===== src/rtl/core/scba_pkg.sv =====
// Shared constants, codes and types of the size-class block allocator.
package scba_pkg;

  localparam int NUM_CLASSES    = 32;
  localparam int GRANULE_BYTES  = 16;
  localparam int CHUNK_GRANULES = 255;
  localparam int POOL_GRANULES  = 65536;

  localparam int SIZE_W     = 16;
  localparam int ADDR_W     = 16;
  localparam int LINK_W     = ADDR_W + 1;
  localparam int LINK_DEPTH = 2 ** ADDR_W;
  localparam int CLASS_W    = $clog2(NUM_CLASSES);
  localparam int GRAN_W     = $clog2(NUM_CLASSES + 1);
  localparam int GRAN_SHIFT = $clog2(GRANULE_BYTES);
  localparam int LEFT_W     = $clog2(CHUNK_GRANULES + 1);
  localparam int REGION_W   = $clog2(POOL_GRANULES + 1);

  localparam logic ACT_ALLOC = 1'b0;
  localparam logic ACT_FREE  = 1'b1;

  localparam logic STATUS_OK        = 1'b0;
  localparam logic STATUS_EXHAUSTED = 1'b1;

  typedef struct packed {
    logic               action;
    logic               fallback;
    logic [CLASS_W-1:0] cls;
    logic [GRAN_W-1:0]  gran;
    logic [ADDR_W-1:0]  addr;
  } item_t;

  typedef struct packed {
    logic [ADDR_W-1:0] result_addr;
    logic              use_fallback;
    logic              status;
  } result_t;

endpackage


===== src/rtl/core/scba_req_if.sv =====
// Request channel of the size-class block allocator.
interface scba_req_if;
  logic                        valid;
  logic                        ready;
  logic                        action;
  logic [scba_pkg::SIZE_W-1:0] size_bytes;
  logic [scba_pkg::ADDR_W-1:0] block_addr;

  modport source (output valid, action, size_bytes, block_addr, input ready);
  modport sink (input valid, action, size_bytes, block_addr, output ready);
endinterface


===== src/rtl/core/scba_front.sv =====
// Request intake: granule rounding, class decode and two-entry request queue.
module scba_front (
  input  logic               clk,
  input  logic               rst,
  scba_req_if.sink           req,
  output logic               item_valid,
  output scba_pkg::item_t    item,
  input  logic               item_pop
);

  logic [scba_pkg::SIZE_W:0] size_sum;
  logic [scba_pkg::SIZE_W:0] gran_full;
  scba_pkg::item_t           item_in;
  scba_pkg::item_t           q [2];
  logic                      wr_ptr;
  logic                      rd_ptr;
  logic [1:0]                count;
  logic                      push;

  always_comb begin
    size_sum  = {1'b0, req.size_bytes} + (scba_pkg::SIZE_W + 1)'(scba_pkg::GRANULE_BYTES - 1);
    gran_full = size_sum >> scba_pkg::GRAN_SHIFT;
    item_in.action   = req.action;
    item_in.fallback = (gran_full == '0) ||
                       (gran_full > (scba_pkg::SIZE_W + 1)'(scba_pkg::NUM_CLASSES));
    item_in.gran     = gran_full[scba_pkg::GRAN_W-1:0];
    item_in.cls      = gran_full[scba_pkg::CLASS_W-1:0] - scba_pkg::CLASS_W'(1);
    item_in.addr     = req.block_addr;
  end

  assign req.ready  = (count != 2'd2);
  assign push       = req.valid && req.ready;
  assign item_valid = (count != 2'd0);
  assign item       = q[rd_ptr];

  always_ff @(posedge clk) begin
    if (push) begin
      q[wr_ptr] <= item_in;
    end
    if (rst) begin
      wr_ptr <= 1'b0;
      rd_ptr <= 1'b0;
      count  <= 2'd0;
    end else begin
      if (push) begin
        wr_ptr <= ~wr_ptr;
      end
      if (item_pop) begin
        rd_ptr <= ~rd_ptr;
      end
      count <= count + 2'(push) - 2'(item_pop);
    end
  end

endmodule


===== src/flat_wrapper.sv =====
// flat-port wrapper written by rule: the top's interface ports become plain ports
module scba_front_flat 
  (clk, rst, item_valid, item, item_pop, req_valid, req_action, req_size_bytes, req_block_addr, req_ready);
  scba_req_if req_i ();
  input  logic clk;
  input  logic rst;
  output logic item_valid;
  output scba_pkg::item_t item;
  input  logic item_pop;
  input wire logic [$bits(req_i.valid)-1:0] req_valid;
  input wire logic [$bits(req_i.action)-1:0] req_action;
  input wire logic [$bits(req_i.size_bytes)-1:0] req_size_bytes;
  input wire logic [$bits(req_i.block_addr)-1:0] req_block_addr;
  output wire logic [$bits(req_i.ready)-1:0] req_ready;
  assign req_i.valid = req_valid;
  assign req_i.action = req_action;
  assign req_i.size_bytes = req_size_bytes;
  assign req_i.block_addr = req_block_addr;
  assign req_ready = req_i.ready;
  scba_front u_core (.clk(clk), .rst(rst), .req(req_i), .item_valid(item_valid), .item(item), .item_pop(item_pop));
endmodule

===== config.mk =====
export PLATFORM = sky130hd
export DESIGN_NAME = scba_front_flat
export DESIGN_NICKNAME = d
export VERILOG_FILES = /design/src/rtl/core/scba_pkg.sv /design/src/rtl/core/scba_req_if.sv /design/src/rtl/core/scba_front.sv /design/src/flat_wrapper.sv
export SDC_FILE = /design/constraint.sdc
export NUM_CORES = 1
export LEC_CHECK = 0
export BUFFER_PORTS_ARGS = -buffer_cell sky130_fd_sc_hd__buf_2
export CORE_MARGIN = 2
export CORE_UTILIZATION = 56
export DETAILED_ROUTE_END_ITERATION = 12
export GPL_TIMING_DRIVEN = 0
export PLACE_DENSITY = 0.92
export SETUP_SLACK_MARGIN = 0.02
export SKIP_LAST_GASP = 1
export SLEW_MARGIN = 20
export SYNTH_ARGS = -nofsm -noshare
export SYNTH_HDL_FRONTEND = slang
export SYNTH_SLANG_ARGS = --single-unit

===== constraint.sdc =====
create_clock -name clk -period 3.5 [get_ports clk]
set_clock_uncertainty 0.15 [all_clocks]
set_input_delay 0.7 -clock clk [delete_from_list [all_inputs] [get_ports clk]]
set_output_delay 0.7 -clock clk [all_outputs]
set_load 0.02 [all_outputs]

==> parameters.txt <==
Parameter                              Value

Clock network
  Clock-pin slew of the registers on the worst-case setup and hold paths ... 0.06 ns
  CTS buffer count ... 9
  Post-cts repair resize count ... 0
  # hold bufs at CTS ... 0
  Clock latency on the worst-skew pair ... 0.32 ns
  Count of H-tree levels built during CTS ... 3
  Post-CTS Setup Inserts ... 0
  CTS tree ... done
  Max clock buf depth ... 2
  Cell chosen for the clock root ... sky130_fd_sc_hd__clkbuf_8
  Sink count of the clock tree ... 63

Placement
  Global placer's final weighted congestion ... 0.796
  Pre-CTS WS ... 0.580 ns
  Input/output buffers ... 67
  HPWL after detailed placement ... 3060 µm

Global routing
  First-pass GRT wire length ... 6790 µm
  Number of global-route vias before repair ... 1627
  Grt ovf ... 0
  Maximum number of pins on one net before global-route repair ... 30
  Number of antenna violations at the first check in global routing ... 0
  Global routing usage summed across all routing layers ... 0.179

Worst hold path
  Path category of the worst min-delay check ... reg -> reg

Layout
  Fraction of final layout cells sized beyond drive strength 1 ... 0.494
  Synthesis-to-layout area growth ... 24.2%
  Ant. Diodes ... 0
  Number of nets in the layout ... 268

Floorplanning
  Number of standard-cell rows in the floorplan ... 24
  Top-level I/O count ... 68
  Placeable core area ... 0.00435 mm²
  Chip width ... 71.4 µm
  Effective utilization at floorplan ... 0.585
  Vertical extent of the die ... 71.4 µm
  Die Outline Area ... 0.00510 mm²

STA
  Final setup violating endpoints ... 0
  Post-route clock period utilization ... 0.786
  Least-Margin Pin Slew ... 0.700 ns
  RSZ-0062 raised after global routing ... no
  Max-slew violation total from the final report ... 0
  Slew HR ... 0.533
  Accumulated negative setup slack ... 0 ns
  Shortest clock period the worst path allows after layout ... 2.75 ns
  Achievable frequency ... 363 MHz
  Final hold vios ... 0
  Setup slack after layout ... 0.748 ns

Synth
  Number of standard cells after synthesis ... 149
  Mapped Area ... 0.00255 mm²
  Number of storage elements in the synthesis netlist ... 63
  Mean cell area of the mapped netlist ... 17.1 µm²
  Net Count, Synth ... 189
  Async S/R FF share, synth ... 0
  Most used flip-flop cell after synthesis ... sky130_fd_sc_hd__edfxtp_1
  Proportion of synthesized chip area in sequential cells ... 0.723
  Count of flip-flops with a built-in enable after synthesis ... 58
  Distinct cell type count after synthesis ... 26
  Count of yosys warnings during synthesis ... 0

Drt
  Remaining antenna violation count after routing ... 0
  Number of detailed-route iterations in the first pass ... 4
  Initial detailed-routing violation count ... 100
  Number of DRC violations after detailed routing ... 0
  Count of vias placed by the detailed router ... 1504
  WL per Instance ... 14.9 µm
  Via/cell ratio ... 5.28
  Drt total wl ... 4260 µm

Critical path
  Category of the worst setup path capture point ... output pin
  CP arrival ... 1.90 ns
  Nature of the critical path startpoint ... flop
  Largest fanout on the critical path ... 10
  Worst EP required ... 2.65 ns
  Kind of critical path ... reg -> out

Job
  Max Cap Viol ... 0

Status
  Outcome ... completed

Power
  Leakage power summed over all cells ... 1.21 nW
  Max IR drop VDD ... 339 µV
  Areal power density over the cells ... 653 mW/mm²
through the flow:
| step | util | instances | power, mW | cell area, µm² | hold WS (ns) |
|---|---|---|---|---|---|
| after floorplan | - | 149 | 1.33 | 2550 | 0.330 |
| after global placement | 0.677 | 268 | 1.47 | 2950 | 0.346 |
| after detailed placement | 0.685 | 269 | 1.52 | 2980 | 0.383 |
| after CTS | 0.727 | 285 | 2.09 | 3160 | 0.399 |
| after global routing | 0.727 | 285 | 2.17 | 3160 | 0.397 |
| final | 0.727 | 285 | 2.07 | 3160 | 0.391 |
registers in the layout, summed over array words and instances (netlist names), named ones only:
register / count
u_core.count: 2
u_core.q: 58
u_core.rd_ptr: 1
u_core.wr_ptr: 1
cell type report:
cell class	instances	area (µm²)
Tap cell	52	65.1
Buffer	3	12.5
Clock inverter	5	48.8
Inverter	7	26.3
Timing Repair Buffer	68	363
Clock buffer	11	131
Multi-Input combinational cell	76	676
Sequential cell	63	1840
Fill cell	290	1190
layer usage:
metal,global-route usage,up-vias,wire length (µm)
met2,0.322,56,2260
met5,0,-,0
li1,-,725,-
met4,0.103,0,58
met3,0.0563,6,284
met1,0.180,717,1660
cells in the mapped netlist, drive strengths merged (3+ instances only):
cell,instances,area share
xnor2,9,0.031
ha,3,0.015
nor2,9,0.013
edfxtp,58,0.68
dfxtp,5,0.039
xor2,4,0.014
nand2,4,0.0059
mux2,29,0.13
inv,7,0.010
nand3,3,0.0059
path summary, 6_finish.rpt:
check,slack (ns),endpoint,startpoint,depth (start not counted)
worst max-delay path,0.75,item[23],flop,4
worst min register to register,0.39,u_core.count[1],u_core.count[1],2
worst min-delay path,0.39,u_core.count[1],u_core.count[1],2
worst max register to register,1.79,u_core.q[0][12],u_core.count[0],4
cells by family after synthesis:
logic type	share of synthesized area
multiplexers	0.128
AO/OA/AOI/OAI	0.0231
buffers and inverters	0.0152
AND/OR/NAND/NOR	0.0511
XOR/XNOR	0.0447
flip-flops	0.723
adder cells (fa/ha/maj)	0.0147
where the power goes:
part	switching, mW	internal (mW)
clock network	0.250	0.323
registers	0.0344	0.976
logic	0.291	0.193
cells in the final DEF, fill, tap and decap left out, types with 4 or more instances in the layout:
| cell | Yosys | layout |
|---|---|---|
| sky130_fd_sc_hd__nand2_1 | 4 | 4 |
| sky130_fd_sc_hd__edfxtp_1 | 58 | 58 |
| sky130_fd_sc_hd__xnor2_1 | 9 | 9 |
| sky130_fd_sc_hd__inv_1 | 7 | 7 |
| sky130_fd_sc_hd__dfxtp_1 | 5 | 5 |
| sky130_fd_sc_hd__buf_2 | 1 | 68 |
| sky130_fd_sc_hd__mux2_2 | 29 | 29 |
| sky130_fd_sc_hd__clkbuf_8 | 0 | 9 |
| sky130_fd_sc_hd__xor2_1 | 4 | 4 |
| sky130_fd_sc_hd__nor2_1 | 9 | 8 |
critical path, cell delays in order, from the launching register on:
cell and delay (ns):
sky130_fd_sc_hd__dfxtp_1 0.32, sky130_fd_sc_hd__buf_2 0.23, sky130_fd_sc_hd__buf_1 0.47, sky130_fd_sc_hd__mux2_2 0.40, sky130_fd_sc_hd__buf_2 0.16
Note: power is estimated with default switching activity, not from simulation.
